===== src/rtl/adkd_pkg.sv =====
`timescale 1ns / 1ps

package adkd_pkg;

    typedef struct packed {
        logic [15:0] interval_ms;
        logic [9:0]  tolerance;
    } t_cfg;

    typedef logic [2:0] t_key_code;

    localparam int CFG_DATA_W = 16;
    localparam int CFG_IDX_W  = 1;

    localparam logic [CFG_IDX_W-1:0] CFG_IDX_INTERVAL  = 1'd0;
    localparam logic [CFG_IDX_W-1:0] CFG_IDX_TOLERANCE = 1'd1;

    localparam logic [15:0] INTERVAL_RESET  = 16'd10;
    localparam logic [9:0]  TOLERANCE_RESET = 10'd20;

    localparam int STABLE_RESET   = 950;
    localparam int MATCHES_NEEDED = 2;
    localparam int KEY_STEP       = 100;

    localparam t_key_code KEY_NONE = 3'd0;
    localparam t_key_code KEY_A    = 3'd1;
    localparam t_key_code KEY_B    = 3'd2;
    localparam t_key_code KEY_C    = 3'd3;
    localparam t_key_code KEY_D    = 3'd4;

    // band of the level in steps of one hundred
    function automatic t_key_code decode_key(input logic [31:0] level);
        t_key_code code;
        if (level < 32'(KEY_STEP)) begin
            code = KEY_A;
        end else if (level >= 32'(4 * KEY_STEP) && level < 32'(6 * KEY_STEP)) begin
            code = KEY_B;
        end else if (level >= 32'(6 * KEY_STEP) && level < 32'(7 * KEY_STEP)) begin
            code = KEY_C;
        end else if (level >= 32'(7 * KEY_STEP) && level < 32'(8 * KEY_STEP)) begin
            code = KEY_D;
        end else begin
            code = KEY_NONE;
        end
        return code;
    endfunction

endpackage


===== src/rtl/adkd_core.sv =====
`timescale 1ns / 1ps

module adkd_core #(
    parameter int WINDOW_SAMPLES = 5,
    parameter int ADC_BITS       = 10
) (
    input  logic                i_clk,
    input  logic                i_rst_n,
    input  logic                i_en,
    input  adkd_pkg::t_cfg      i_cfg,
    input  logic [31:0]         i_now_ms,
    input  logic [ADC_BITS-1:0] i_sample,
    output logic [ADC_BITS-1:0] o_stable_n
);
    import adkd_pkg::*;

    localparam int DW = (ADC_BITS > 10) ? ADC_BITS : 10;
    localparam logic [ADC_BITS-1:0] STABLE_INIT = ADC_BITS'(STABLE_RESET);

    logic [31:0]         r_last;
    logic [2:0]          r_pos;
    logic [2:0]          r_mt;
    logic [ADC_BITS-1:0] r_ref;
    logic [ADC_BITS-1:0] r_stable;

    logic [31:0]         n_last;
    logic [2:0]          n_pos;
    logic [2:0]          n_mt;
    logic [ADC_BITS-1:0] n_ref;
    logic [ADC_BITS-1:0] n_stable;

    logic [31:0]         elapsed;
    logic                take;
    logic [ADC_BITS-1:0] diff;
    logic                match;
    logic [2:0]          pos_inc;
    logic [2:0]          mt_inc;

    always_comb begin
        elapsed = i_now_ms - r_last;
        take    = elapsed > {16'd0, i_cfg.interval_ms};
        n_last  = take ? i_now_ms : r_last;
        n_ref   = (take && r_pos == 3'd0) ? i_sample : r_ref;
        diff    = (i_sample >= n_ref) ? (i_sample - n_ref) : (n_ref - i_sample);
        match   = take && (DW'(diff) < DW'(i_cfg.tolerance));
        pos_inc = take ? (r_pos + 3'd1) : r_pos;
        mt_inc  = match ? (r_mt + 3'd1) : r_mt;
        n_pos    = pos_inc;
        n_mt     = mt_inc;
        n_stable = r_stable;
        // window complete
        if (pos_inc >= 3'(WINDOW_SAMPLES)) begin
            n_pos = 3'd0;
            n_mt  = 3'd0;
            if (mt_inc > 3'(MATCHES_NEEDED)) begin
                n_stable = n_ref;
            end
        end
    end

    assign o_stable_n = n_stable;

    always_ff @(posedge i_clk) begin
        if (!i_rst_n) begin
            r_last   <= '0;
            r_pos    <= '0;
            r_mt     <= '0;
            r_ref    <= '0;
            r_stable <= STABLE_INIT;
        end else if (i_en) begin
            r_last   <= n_last;
            r_pos    <= n_pos;
            r_mt     <= n_mt;
            r_ref    <= n_ref;
            r_stable <= n_stable;
        end
    end

endmodule


===== src/rtl/adc_key_ladder_debouncer.sv =====
`timescale 1ns / 1ps

// debouncer for an analog keypad read through a resistor ladder
// input channel (i_valid / o_ready): one item is a millisecond timestamp and an
// adc reading; the reading is sampled once the configured interval has passed
// output channel (o_valid / i_ready): one key code per item, in order
// 0 none, 1..4 keys a to d, from the debounced level of the ladder
// path: an accepted item passes the input register, then the window update and
// key decode into the result register, which drives o_valid
// throughput: one item per cycle while the receiver does not stall; the window
// state is updated in the same cycle the item leaves the input register
// a stalled receiver holds the result register; the input register keeps
// accepting until it is full as well, so at most two items are in flight
// configuration: i_cfg_we writes register i_cfg_index at once; index 0 is the
// sample interval, index 1 the match tolerance; write only while idle
// reset (synchronous, active low): interval 10 ms, tolerance 20, stable level
// 950, window and timestamp cleared, both registers empty
module adc_key_ladder_debouncer #(
    parameter int WINDOW_SAMPLES = 5,
    parameter int ADC_BITS       = 10
) (
    input  logic                              i_clk,
    input  logic                              i_rst_n,
    input  logic                              i_valid,
    output logic                              o_ready,
    input  logic [31:0]                       i_now_ms,
    input  logic [9:0]                        i_adc_sample,
    output logic                              o_valid,
    input  logic                              i_ready,
    output adkd_pkg::t_key_code               o_key_code,
    input  logic                              i_cfg_we,
    input  logic [adkd_pkg::CFG_IDX_W-1:0]    i_cfg_index,
    input  logic [adkd_pkg::CFG_DATA_W-1:0]   i_cfg_wdata
);
    import adkd_pkg::*;

    t_cfg                r_cfg;
    logic                r_in_valid;
    logic [31:0]         r_now;
    logic [ADC_BITS-1:0] r_sample;
    logic                r_out_valid;
    t_key_code           r_key;

    logic                adv;
    logic                step;
    logic [ADC_BITS-1:0] sample_in;
    logic [ADC_BITS-1:0] stable_n;

    generate
        if (ADC_BITS > 10) begin : g_wide
            assign sample_in = {{(ADC_BITS - 10){1'b0}}, i_adc_sample};
        end else begin : g_narrow
            assign sample_in = i_adc_sample[ADC_BITS-1:0];
        end
    endgenerate

    assign adv     = !r_out_valid || i_ready;
    assign o_ready = !r_in_valid || adv;
    assign step    = r_in_valid && adv;

    always_ff @(posedge i_clk) begin
        if (!i_rst_n) begin
            r_cfg.interval_ms <= INTERVAL_RESET;
            r_cfg.tolerance   <= TOLERANCE_RESET;
        end else if (i_cfg_we) begin
            unique case (i_cfg_index)
                CFG_IDX_INTERVAL:  r_cfg.interval_ms <= i_cfg_wdata;
                CFG_IDX_TOLERANCE: r_cfg.tolerance   <= i_cfg_wdata[9:0];
                default: ;
            endcase
        end
    end

    always_ff @(posedge i_clk) begin
        if (!i_rst_n) begin
            r_in_valid  <= 1'b0;
            r_out_valid <= 1'b0;
        end else begin
            if (o_ready) begin
                r_in_valid <= i_valid;
            end
            if (adv) begin
                r_out_valid <= r_in_valid;
            end
        end
    end

    always_ff @(posedge i_clk) begin
        if (i_valid && o_ready) begin
            r_now    <= i_now_ms;
            r_sample <= sample_in;
        end
        if (step) begin
            r_key <= decode_key(32'(stable_n));
        end
    end

    adkd_core #(
        .WINDOW_SAMPLES(WINDOW_SAMPLES),
        .ADC_BITS      (ADC_BITS)
    ) u_core (
        .i_clk     (i_clk),
        .i_rst_n   (i_rst_n),
        .i_en      (step),
        .i_cfg     (r_cfg),
        .i_now_ms  (r_now),
        .i_sample  (r_sample),
        .o_stable_n(stable_n)
    );

    assign o_valid    = r_out_valid;
    assign o_key_code = r_key;

endmodule


===== config.mk =====
export PLATFORM = sky130hd
export DESIGN_NAME = adc_key_ladder_debouncer
export DESIGN_NICKNAME = d
export VERILOG_FILES = /design/src/rtl/adkd_pkg.sv /design/src/rtl/adkd_core.sv /design/src/rtl/adc_key_ladder_debouncer.sv
export SDC_FILE = /design/constraint.sdc
export NUM_CORES = 1
export LEC_CHECK = 0
export BUFFER_PORTS_ARGS = -buffer_cell sky130_fd_sc_hd__buf_2
export CAP_MARGIN = 20
export CORE_MARGIN = 2
export CORE_UTILIZATION = 55
export CTS_CLUSTER_SIZE = 16
export DETAILED_ROUTE_END_ITERATION = 6
export GPL_ROUTABILITY_DRIVEN = 1
export PLACE_DENSITY = 0.74
export SETUP_SLACK_MARGIN = 0.02
export SYNTH_ARGS = -nofsm -noshare
export SYNTH_HDL_FRONTEND = slang
export SYNTH_SLANG_ARGS = --single-unit

===== constraint.sdc =====
create_clock -name i_clk -period 11.1 [get_ports i_clk]
set_input_delay 0 -clock i_clk [delete_from_list [all_inputs] [get_ports i_clk]]
set_output_delay 0 -clock i_clk [all_outputs]
set_load 0.01 [all_outputs]

**After elaboration in Yosys (flattened, before gate mapping)**

Index checks and enable logic that the tools add are counted.

- Mux-type cells: 11
- Add/subtract/negate cells: 5
- $lt $le $gt $ge: 12
- Reductions and logical operators: 16
- Bitwise logic cells: 1

Operators with widths:

| cell | count |
|---|---|
| two-way mux 10 bit | 4 |
| greater-than comparator 32 x 16 -> 1 bit | 1 |
| subtractor 32 bit | 1 |
| < comparator 10 bit (second input constant) | 3 |
| greater-or-equal comparator 10 bit (second input constant) | 2 |
| subtractor 10 bit | 2 |
| two-way mux 3 bit | 5 |
| greater-or-equal comparator 10 bit | 1 |
| greater-or-equal comparator 10 x 9 -> 1 bit (second input constant) | 1 |
| < comparator 10 bit | 1 |
| < comparator 10 x 7 -> 1 bit (second input constant) | 1 |
| logical AND 1 bit | 7 |
| adder 3 x 1 -> 3 bit (second input constant) | 2 |
| AND reduction 2 bit | 3 |
| two-way mux 2 bit | 2 |
| greater-or-equal comparator 3 bit (second input constant) | 1 |
| greater-than comparator 3 x 2 -> 1 bit (second input constant) | 1 |
| logical NOT 3 bit | 1 |
| OR reduction 3 bit | 1 |
| logical NOT 1 bit | 2 |
| logical OR 1 bit | 2 |
| inverter 1 bit | 1 |

- Input bits: 64
- Output and inout port bits: 5
- Word-level logic and storage cells: 58
- Register bits after elaboration: 131

**Depth between registers and ports, before layout**

Gate-level depths: netlist (run 1).

- Depth in word-level cells: 17
- Mapped depth: 46
- Gate-level depth less buffers: 44

**Cells and area by module**

From an unflattened synthesis (run 1), not the netlist that was laid out.

- Cells, all modules: 1,003
- Area total of the unflattened synthesis: 8,757.1 um^2

By module, submodules not included:

| module | times used | area an instance (um^2) | sequential area each (um^2) | cells an instance |
|---|---|---|---|---|
| adkd_core | 1 | 6,241.0 | 1,161.1 | 815 |
| adc_key_ladder_debouncer | 1 | 2,516.2 | 1,911.8 | 188 |

**Worst setup path before layout (run 1)**

Ideal clock, no wire load.

- Kind: reg2reg
- Start: reg r_now[3]
- End: reg r_key[1], in the netlist o_key_code[1], data pin
- Library setup time: 0.272 ns
- Required time: 10.828 ns
- Path slack: 1.776 ns
- Stages on the path, launching flop included: 44
- Path buffers: 2
- Clock period less this slack: 9.324 ns
- Arrival: 9.052 ns
- Path through: edfxtp_1 -> ha_1 -> a21o_1 -> a21oi_1 -> nand2_1 -> a21o_1 -> a21o_1 -> a21boi_0 -> xnor2_1 -> ha_1 -> nand4_1 -> nor2_1 -> a221o_1 -> a211o_1 -> a211oi_1 -> o2111ai_1 -> nor4_2 -> a31oi_4 -> (+8 left out) -> o31ai_1 -> a21oi_1 -> o21ai_0 -> a21oi_1 -> clkbuf_1 -> mux2i_1 -> o21ai_0 -> xor2_1 -> ha_1 -> a2111oi_0 -> o21ai_0 -> a221o_1 -> nand3_1 -> o31a_1 -> o41ai_2 -> o31ai_4 -> nor3_1 -> or4_1

- Longest elaborated chain between the ends: 16
- Elaborated cells on any way between the ends: 25
- Classes of those cells: 3 x add/sub; 10 x order compare; 8 x mux; 4 x reduce/logical

Ends and longest elaborated chain:

| element | RTL line | source |
|---|---|---|
| start: declaration | adc_key_ladder_debouncer.sv:39 | `logic [31:0] r_now;` |
| start signal: assignment | adc_key_ladder_debouncer.sv:90 | `r_now <= i_now_ms;` |
| subtractor 32 bit (*) | adkd_core.sv:40 | `elapsed = i_now_ms - r_last;` |
| greater-than comparator 32 x 16 -> 1 bit (*) | adkd_core.sv:41 | `take = elapsed > {16'd0, i_cfg.interval_ms};` |
| logical AND 1 bit (*) | adkd_core.sv:43 | `n_ref = (take && r_pos == 3'd0) ? i_sample : r_ref;` |
| two-way mux 10 bit (*) | adkd_core.sv:43 |  |
| net u_core.n_ref[0] | adkd_core.sv:29 | `logic [ADC_BITS-1:0] n_ref;` |
| subtractor 10 bit or greater-or-equal comparator 10 bit (tied branches) | adkd_core.sv:44 | `diff = (i_sample >= n_ref) ? (i_sample - n_ref) : (n_ref - i_sample);` |
| two-way mux 10 bit | adkd_core.sv:44 |  |
| < comparator 10 bit | adkd_core.sv:45 | `match = take && (DW'(diff) < DW'(i_cfg.tolerance));` |
| logical AND 1 bit | adkd_core.sv:45 |  |
| two-way mux 3 bit | adkd_core.sv:47 | `mt_inc = match ? (r_mt + 3'd1) : r_mt;` |
| greater-than comparator 3 x 2 -> 1 bit | adkd_core.sv:55 | `if (mt_inc > 3'(MATCHES_NEEDED)) begin` |
| two-way mux 10 bit (*) | adkd_core.sv:55 |  |
| two-way mux 10 bit (*) | adkd_core.sv:52 | `if (pos_inc >= 3'(WINDOW_SAMPLES)) begin` |
| greater-or-equal comparator 10 bit or < comparator 10 bit (tied branches) | adkd_pkg.sv:38 | `end else if (level >= 32'(6 * KEY_STEP) && level < 32'(7 * KEY_STEP)) begin` |
| logical AND 1 bit | adkd_pkg.sv:38 |  |
| two-way mux 2 bit | adkd_pkg.sv:38 |  |
| two-way mux 2 bit | adkd_pkg.sv:36 | `end else if (level >= 32'(4 * KEY_STEP) && level < 32'(6 * KEY_STEP)) begin` |
| end signal: assignment | adc_key_ladder_debouncer.sv:94 | `r_key <= decode_key(32'(stable_n));` |
| end: declaration | adc_key_ladder_debouncer.sv:42 | `t_key_code r_key;` |

Mark *: on every way through the listed nets, which the timed path passes. The rest lies on a longest branch.
A chain may end at the register's enable or synchronous reset.

**Worst setup path after layout (run 1)**

Ends and elaborated chain as after synthesis.

==> summary.log, run 1 <==
INFO  finish         post_route_cells_drive_above_1_share=12.4%
INFO  grt            grt-ovfl-total=0
INFO  timing         fin_crit_sh=93.0%
INFO  grt            first_pass_grt_wire_length=34500µm
INFO  timing         grt_setup_unrepaired=no
INFO  route          drc=0
INFO  floorplanning  die_area=17100µm²
INFO  run_status     run_status=finished clean
INFO  finish         layout.nets=1283
INFO  logic_synthesis synth_cell_types=83
INFO  setup_path     cp-end-kind=register
INFO  logic_synthesis yosysWarningCount=0
INFO  route          final_antenna_net_count=0
INFO  setup_path     required=11.26ns
INFO  clocking       cts_num_sinks=129
INFO  logic_synthesis seq_area_frac_synth=34.2%
INFO  logic_synthesis number_of_enable_flip_flop_cells_after_synthesis=45
INFO  timing         slew_at_the_pin_with_the_worst_max_slew_slack=1.09ns
INFO  power          leakage=4.48nW
INFO  logic_synthesis list_of_most_frequent_post_synthesis_cells=sky130_fd_sc_hd__nand2_1 (112), sky130_fd_sc_hd__inv_1 (94), sky130_fd_sc_hd__a21oi_1 (89)
INFO  logic_synthesis synthesis.area=8860µm²
INFO  setup_path     critical_path.max_stage_delay=0.48ns
INFO  setup_path     setup.worst_path.end=o_key_code[1]
INFO  route          overall_routed_net_length=20500µm
INFO  timing         post-route-min-period=10.32ns
INFO  finish         areaGrowthSynthToFinish=19.9%
INFO  clocking       cts_setup_buffers=0
INFO  setup_path     setup.worst_path.class=reg -> reg
INFO  logic_synthesis synth_top_flop_cell=sky130_fd_sc_hd__dfxtp_1
INFO  clocking       cts-htree-levels=4
INFO  timing         fin_tns_setup=0ns
INFO  power          max-vdd-ir-drop=0.120mV
INFO  grt            grt_antenna_before_repair=0
INFO  route          detailroute.via_count=7725
INFO  setup_path     cpMaxStageDelayCell=sky130_fd_sc_hd__or4_1
INFO  logic_synthesis fraction_of_synthesis_flops_using_an_asynchronous_set_or_reset_pin=0%
INFO  route          vias_per_cell=5.65
INFO  grt            grt_util_all_layers=25.3%
INFO  clocking       clock_tree_buffer_depth=2
INFO  power          sequential_power_share=35.2%
INFO  finish         fill_cells=1292
INFO  power          power_report.internal_total=0.00106W
INFO  setup_path     critical_path.max_fanout=14
INFO  logic_synthesis syn_avg_cell_area=8.68µm²
INFO  setup_path     r2r_cells=42
INFO  clocking       path_clk_slew=0.06ns
INFO  setup_path     timing.critical_path.arrival=10.48ns
INFO  clocking       cts_buffer_count=17
INFO  setup_path     crit-reg2reg-capture=o_key_code[1]
INFO  setup_path     r2r_start=r_now[3]
INFO  route          detail_route.first_pass.iterations=5
INFO  route          wl_per_cell=15.0µm
INFO  power          power.clock.fraction=38.0%
INFO  grt            number_of_global_route_vias_before_repair=7608
INFO  power          power-per-cell-area=142nW/µm²
INFO  floorplanning  io_pins=69
INFO  floorplanning  chipHeight=131µm
INFO  hold_path      hold_class=in -> reg
INFO  logic_synthesis yosysTopAreaCell=sky130_fd_sc_hd__dfxtp_1
INFO  finish         antenna-diode-count=0
INFO  setup_path     start_kind=register
INFO  place          finalWeightedCongestion=0.896
INFO  floorplanning  core_area=15800µm²
INFO  setup_path     setup.reg_to_reg.worst_slack=0.78ns
INFO  timing         max_frequency=96.9MHz
INFO  flow_run       maxCapViolCount=0
INFO  logic_synthesis most_common_cell_in_the_netlist=sky130_fd_sc_hd__nand2_1
INFO  route          initialDrtViolationCount=533
INFO  clocking       tritoncts=yes
INFO  timing         max_slew_violation_total_from_the_final_report=0
INFO  logic_synthesis synthesis.instances=1020
INFO  power          combinationalPowerShare=26.8%
INFO  finish         postLayoutCoreUtil=67.1%
INFO  logic_synthesis synth_nets=1165
INFO  setup_path     worst_setup_path_startpoint=r_now[3]
INFO  power          switching_power=0.000455W
INFO  place          post-dp-hpwl=14200µm
INFO  logic_synthesis synth_top_area_share=19.0%
INFO  floorplanning  die_w=131µm
INFO  hold_path      hold_path_startpoint=i_cfg_we
INFO  timing         finalClockSkew=0.00858ns
INFO  timing         slew_headroom=27.0%
INFO  grt            maximum_number_of_pins_on_one_net_before_global_route_repair=72
INFO  floorplanning  initial_utilization=56.0%
INFO  floorplanning  fp-row-count=46
INFO  power          netSwitchingFraction=30.1%
INFO  place          portBuffers=68
INFO  clocking       cts_root_buffer=sky130_fd_sc_hd__clkbuf_16
INFO  timing         setup_viol=0
INFO  logic_synthesis synth.area.top_cells=sky130_fd_sc_hd__dfxtp_1 (19%), sky130_fd_sc_hd__edfxtp_1 (15%), sky130_fd_sc_hd__ha_1 (11%)
INFO  clocking       skew_pair_late_insertion_delay=0.42ns
INFO  timing         timing_hold_violations_final=0
INFO  logic_synthesis synth_seq_cells=129
power groups by stage:
stage	clock, W	sequential, W	combinational (W)
2_1_floorplan	0	0.000538	0.000297
3_3_place_gp	0	0.000541	0.000371
3_5_place_dp	0	0.000542	0.000376
4_1_cts	0.000580	0.000532	0.000399
5_1_grt	0.000601	0.000535	0.000454
6_report	0.000574	0.000532	0.000405
cells by family (layout without fill, tap and decap cells):
logic type | count (synthesis) | count (layout) | synth area share [%]
AOI/OAI and AO/OA | 267 | 267 | 20.7
xor gates and xnor gates | 30 | 30 | 2.97
muxes | 61 | 61 | 7.23
adders and majority gates | 81 | 81 | 11.7
and+or+nand+nor | 316 | 316 | 17.0
DFF | 129 | 129 | 34.2
buffers and inverters | 136 | 267 | 6.13
layer usage:
metal | part of all wire [%] | wire length [µm] | GRT usage, % | up-vias
met1 | 44 | 9080 | 30.4 | 3587
met3 | 4.1 | 831 | 4.80 | 49
met4 | 3.2 | 650 | 10.9 | 0
met2 | 48 | 9950 | 44.2 | 194
li1 | - | - | - | 3895
met5 | 0 | 0 | 0 | -
metrics by stage:
stage | setup slack, ns | instance area [µm²] | total power [W] | hold slack (ns) | cells
6_report | 0.777 | 10600 | 0.00151 | 0.0470 | 1367
5_1_grt | 0.0332 | 10600 | 0.00159 | 0.0610 | 1367
4_1_cts | 0.637 | 10600 | 0.00151 | 0.0992 | 1364
3_5_place_dp | 0.760 | 9300 | 0.000918 | 0.178 | 1266
3_3_place_gp | 1.12 | 9300 | 0.000912 | 0.176 | 1266
2_1_floorplan | 1.78 | 8860 | 0.000834 | 0.0989 | 1020
final cells by class:
class	count	area, µm²	area share, %
clock buffer	22	464	4.37
multi-input combinational	755	5300	49.9
sequential	129	3030	28.6
inverter	96	360	3.39
clock inverter	10	134	1.26
tap	216	270	2.55
timing repair buffer	139	1050	9.92
sequential cells by signal (all words and copies together), names as in the netlist:
| register | flops |
|---|---|
| u_core.r_ref | 10 |
| r_in_valid | 1 |
| r_sample | 10 |
| u_core.r_pos | 3 |
| u_core.r_stable | 8 |
| o_valid | 1 |
| r_cfg | 26 |
| u_core.r_mt | 3 |
| r_now | 32 |
| u_core.r_last | 32 |
| o_key_code | 3 |
cell usage in the layout (no fill, tap or decap), types with 5 or more instances in the layout:
| cell type | synthesis | routed |
|---|---|---|
| sky130_fd_sc_hd__dfxtp_1 | 84 | 84 |
| sky130_fd_sc_hd__ha_1 | 78 | 78 |
| sky130_fd_sc_hd__xnor2_1 | 17 | 17 |
| sky130_fd_sc_hd__a31oi_1 | 6 | 6 |
| sky130_fd_sc_hd__and2_1 | 11 | 10 |
| sky130_fd_sc_hd__a211oi_1 | 15 | 15 |
| sky130_fd_sc_hd__a21oi_2 | 5 | 6 |
| sky130_fd_sc_hd__edfxtp_1 | 45 | 45 |
| sky130_fd_sc_hd__inv_1 | 94 | 94 |
| sky130_fd_sc_hd__mux2i_1 | 50 | 49 |
| sky130_fd_sc_hd__nor4_1 | 5 | 5 |
| sky130_fd_sc_hd__nand3_1 | 17 | 17 |
| sky130_fd_sc_hd__nor3_1 | 20 | 20 |
| sky130_fd_sc_hd__o21bai_1 | 9 | 9 |
| sky130_fd_sc_hd__a211o_1 | 7 | 7 |
| sky130_fd_sc_hd__o31ai_1 | 5 | 5 |
| sky130_fd_sc_hd__nand2b_1 | 12 | 12 |
| sky130_fd_sc_hd__o21a_1 | 9 | 9 |
| sky130_fd_sc_hd__o211ai_1 | 17 | 17 |
| sky130_fd_sc_hd__o22ai_1 | 5 | 5 |
| sky130_fd_sc_hd__nand2_1 | 112 | 111 |
| sky130_fd_sc_hd__clkbuf_16 | 0 | 17 |
| sky130_fd_sc_hd__mux2_2 | 8 | 8 |
| sky130_fd_sc_hd__dlygate4sd3_1 | 0 | 67 |
| sky130_fd_sc_hd__o21ai_0 | 35 | 35 |
| sky130_fd_sc_hd__xor2_1 | 13 | 13 |
| sky130_fd_sc_hd__nand4_1 | 20 | 20 |
| sky130_fd_sc_hd__a21oi_1 | 89 | 88 |
| sky130_fd_sc_hd__nor2b_1 | 9 | 9 |
| sky130_fd_sc_hd__nor2_1 | 85 | 85 |
| sky130_fd_sc_hd__buf_2 | 11 | 68 |
| sky130_fd_sc_hd__a21o_1 | 11 | 11 |
| sky130_fd_sc_hd__and3_1 | 7 | 7 |
critical path, delay by kind of cell, from the launching register on:
kind / cells / cell delay [ns]
compound gates: 25 / 5.57
xor+xnor: 2 / 0.34
buf+inv: 1 / 0.07
fa+ha+maj: 5 / 1.57
mux: 2 / 0.74
simple gates: 7 / 1.37
flops: 1 / 0.40
worst min path at each step:
| stage | end | slack (ns) | cells after the start |
|---|---|---|---|
| 6_report | r_cfg[25] | 0.05 | 4 |
| 5_1_grt | r_cfg[25] | 0.06 | 4 |
| 4_1_cts | r_cfg[7] | 0.1 | 4 |
| 3_5_place_dp | r_now[16] | 0.18 | 1 |
| 3_3_place_gp | r_now[18] | 0.18 | 1 |
| 2_1_floorplan | r_now[0] | 0.1 | 0 |
repair_timing:
action / 4_1_cts / 5_1_grt
hold buffers: 66 / 1
setup endpoints to repair: 0 / 8
resized for setup: 0 / 3
hold endpoints to repair: 79 / 2
No activity file was read; power rests on OpenSTA's default activity.
==> run 2, diff against run 1 <==
--- a/config.mk
+++ b/config.mk
@@ -8,5 +8,5 @@
 export BUFFER_PORTS_ARGS = -buffer_cell sky130_fd_sc_hd__buf_2
 export CAP_MARGIN = 20
-export CORE_MARGIN = 2
+export CORE_MARGIN = 4
 export CORE_UTILIZATION = 55
 export CTS_CLUSTER_SIZE = 16
@@ -17,3 +17,4 @@
 export SYNTH_ARGS = -nofsm -noshare
 export SYNTH_HDL_FRONTEND = slang
+export SYNTH_HIERARCHICAL = 1
 export SYNTH_SLANG_ARGS = --single-unit
==> constraint.sdc (replaced) <==
create_clock -name i_clk -period 11.1 [get_ports i_clk]
set_input_delay 0 -clock i_clk [delete_from_list [all_inputs] [get_ports i_clk]]
set_output_delay 0 -clock i_clk [all_outputs]
set_load 0.02 [all_outputs]
==> run 2 against run 1 <==
  * Clock skew fell by 0.00083 ns
  * Die area rose by 4.1%
  * Non-clock buffer count fell by 2
  * Area after synthesis fell by 2.1%
  * Worst setup slack improved by 0.049 ns
  * First-iteration DRC count rose by 9.8%
  * Final cell count fell by 2.5%
  * Fmax rose by 0.48%
  * Worst hold slack got worse by 0.018 ns
  * Count of clock-buffer cells in the layout fell by 2
  * Critical endpoint is now o_key_code[2]
  * Largest cell class unchanged
  * Highest routed layer unchanged
==> summary.log, run 2 <==
INFO  clocking       skew_pair_late_insertion_delay=0.43ns
INFO  route          maxUsedRoutingLayer=met4
INFO  clocking       cts_buffer_count=17
INFO  place          portBuffers=68
INFO  floorplanning  die_area=17800µm²
INFO  setup_path     crit-reg2reg-capture=o_key_code[2]
INFO  timing         setup_viol=0
INFO  clocking       tritoncts=yes
INFO  hold_path      holdPathStages=2
INFO  route          vias_per_cell=5.65
INFO  timing         fin_crit_sh=92.6%
INFO  clocking       cts-htree-levels=4
INFO  power          netSwitchingFraction=31.4%
INFO  setup_path     worst_path_dominant_cell_family=compound AO/OA/AOI/OAI gates
INFO  finish         fill_cells=1280
INFO  place          post-dp-hpwl=14400µm
INFO  route          drc=0
INFO  clocking       clock_tree_buffer_depth=2
INFO  power          sequential_power_share=36.4%
INFO  place          finalWeightedCongestion=0.912
INFO  setup_path     setup.worst_path.class=reg -> reg
INFO  hold_path      hold_class=in -> reg
INFO  floorplanning  initial_utilization=56.6%
INFO  flow_run       maxCapViolCount=0
INFO  grt            grt-ovfl-total=0
INFO  route          wirelength_met1=9630µm
INFO  setup_path     start_kind=register
INFO  timing         slew_at_the_pin_with_the_worst_max_slew_slack=1.07ns
INFO  setup_path     critical_path.max_fanout=11
INFO  setup_path     cp-end-kind=register
INFO  timing         max_slew_violation_total_from_the_final_report=0
INFO  floorplanning  chipHeight=134µm
INFO  floorplanning  die_w=134µm
INFO  finish         most-common-layout-cells=sky130_fd_sc_hd__nand2_1 (113), sky130_fd_sc_hd__nor2_1 (86), sky130_fd_sc_hd__inv_1 (86)
INFO  timing         finalClockSkew=0.00775ns
INFO  timing         slew_headroom=28.6%
INFO  power          power_report.internal_total=0.00100W
INFO  floorplanning  core_area=15300µm²
INFO  setup_path     required=11.28ns
INFO  timing         fin_tns_setup=0ns
INFO  clocking       cts_num_sinks=129
INFO  route          detailroute.via_count=7527
INFO  setup_path     r2r_start=r_now[0]
INFO  timing         post-route-min-period=10.27ns
INFO  run_status     run_status=finished clean
INFO  power          leakage=4.40nW
INFO  grt            grt_util_all_layers=23.8%
INFO  route          final_antenna_net_count=0
INFO  floorplanning  io_pins=69
INFO  setup_path     cpMaxStageDelayCell=sky130_fd_sc_hd__or4_1
INFO  route          wl_per_cell=15.7µm
INFO  power          max-vdd-ir-drop=0.117mV
INFO  timing         max_frequency=97.3MHz
INFO  logic_synthesis synthesis.area=8670µm²
INFO  power          power.clock.fraction=37.1%
INFO  finish         post_route_cells_drive_above_1_share=13.1%
INFO  grt            first_pass_grt_wire_length=34600µm
INFO  finish         layout.nets=1251
INFO  clocking       cts_root_buffer=sky130_fd_sc_hd__clkbuf_16
INFO  finish         finished_layout_cells=1333
INFO  grt            maximum_number_of_pins_on_one_net_before_global_route_repair=62
INFO  power          power-per-cell-area=140nW/µm²
INFO  setup_path     setup.reg_to_reg.worst_slack=0.83ns
INFO  hold_path      hold_path_startpoint=i_rst_n
INFO  setup_path     timing.critical_path.arrival=10.45ns
INFO  hold_path      whs_endpoint=r_cfg[4]
INFO  timing         timing_hold_violations_final=0
INFO  logic_synthesis synth_nets=1135
INFO  finish         top_flop_regs=r_now x32, u_core/r_last x32, r_cfg x26
INFO  clocking       path_clk_slew=0.06ns
INFO  power          switching_power=0.000458W
INFO  route          initialDrtViolationCount=585
INFO  place          placedCellCount=1235
INFO  logic_synthesis syn_avg_cell_area=8.74µm²
INFO  floorplanning  fp-row-count=45
INFO  finish         areaGrowthSynthToFinish=19.7%
INFO  route          detail_route.first_pass.iterations=5
INFO  setup_path     critical_path.n_buffers_inverters=6
INFO  timing         grt_setup_unrepaired=no
INFO  clocking       cts_setup_buffers=0
INFO  setup_path     r2r_cells=46
INFO  route          overall_routed_net_length=20900µm
INFO  grt            number_of_global_route_vias_before_repair=7105
INFO  finish         final_common_cell=sky130_fd_sc_hd__nand2_1
INFO  logic_synthesis yosysWarningCount=6
INFO  route          detailroute.wirelength.met3=973µm
INFO  grt            grt_antenna_before_repair=0
INFO  setup_path     critical_path.max_stage_delay=0.55ns
INFO  power          combinationalPowerShare=26.5%
INFO  logic_synthesis synthesis.instances=992
INFO  route          wl_met2=9810µm
run 2: worst max-delay path by stage:
stage                         from            end  slack [ns]  depth (start not counted)
final                     r_now[0]  o_key_code[2]        0.83                         46
after global routing      r_now[0]  o_key_code[2]        0.03                         46
after CTS                 r_now[0]  o_key_code[2]        0.50                         44
after detailed placement  r_now[0]  o_key_code[2]        0.55                         44
after global placement    r_now[0]  o_key_code[2]        0.75                         44
after floorplan           r_now[0]  o_key_code[2]        1.17                         46
run 2: cell type report:
type,instances,area [µm²],area share [%]
Multi-Input combinational cell,731,5110,49.2
Sequential cell,129,3030,29.2
Timing Repair Buffer,137,1050,10.1
Clock buffer,20,479,4.62
Inverter,92,345,3.33
Tap cell,211,264,2.54
Clock inverter,12,91.3,0.880
Antenna cell,1,2.50,0.0241
run 2: layer usage:
metal,global-route usage [%],up-vias
met3,4.83,33
met4,8.69,0
met1,31.0,3506
li1,-,3780
met5,0,-
met2,39.2,208
run 2: power by group through the flow:
stage	Sequential, W	Clock, W	Combinational (W)
2_1_floorplan	0.000537	0	0.000275
3_3_place_gp	0.000540	0	0.000352
3_5_place_dp	0.000540	0	0.000355
4_1_cts	0.000531	0.000550	0.000375
5_1_grt	0.000533	0.000571	0.000432
6_report	0.000531	0.000540	0.000387
run 2: worst register-to-register path: cells and delay by family (launching register included):
| kind | cells | cell delay (ns) |
|---|---|---|
| AOI/OAI and AO/OA | 15 | 3.19 |
| and+or+nand+nor | 14 | 3.16 |
| adders and majority gates | 6 | 1.67 |
| muxes | 3 | 0.77 |
| buffers and inverters | 6 | 0.62 |
| DFF | 1 | 0.32 |
| xor gates and xnor gates | 2 | 0.30 |
run 2: timing repair:
item | CTS | global route
hold buffers | 61 | 0
setup endpoints to repair | 0 | 3
gates resized for setup | 0 | 3
hold endpoints to repair | 70 | 0
run 2: stage by stage:
stage,utilization (%),total power [W],area [µm²],hold WS (ns),setup slack (ns)
2_1_floorplan,-,0.000812,8670,0.0989,1.17
3_3_place_gp,59.4,0.000892,9100,0.176,0.754
3_5_place_dp,59.4,0.000896,9100,0.178,0.552
4_1_cts,67.1,0.00146,10300,0.00597,0.502
5_1_grt,67.7,0.00154,10400,0.0398,0.0286
6_report,67.7,0.00146,10400,0.0285,0.826
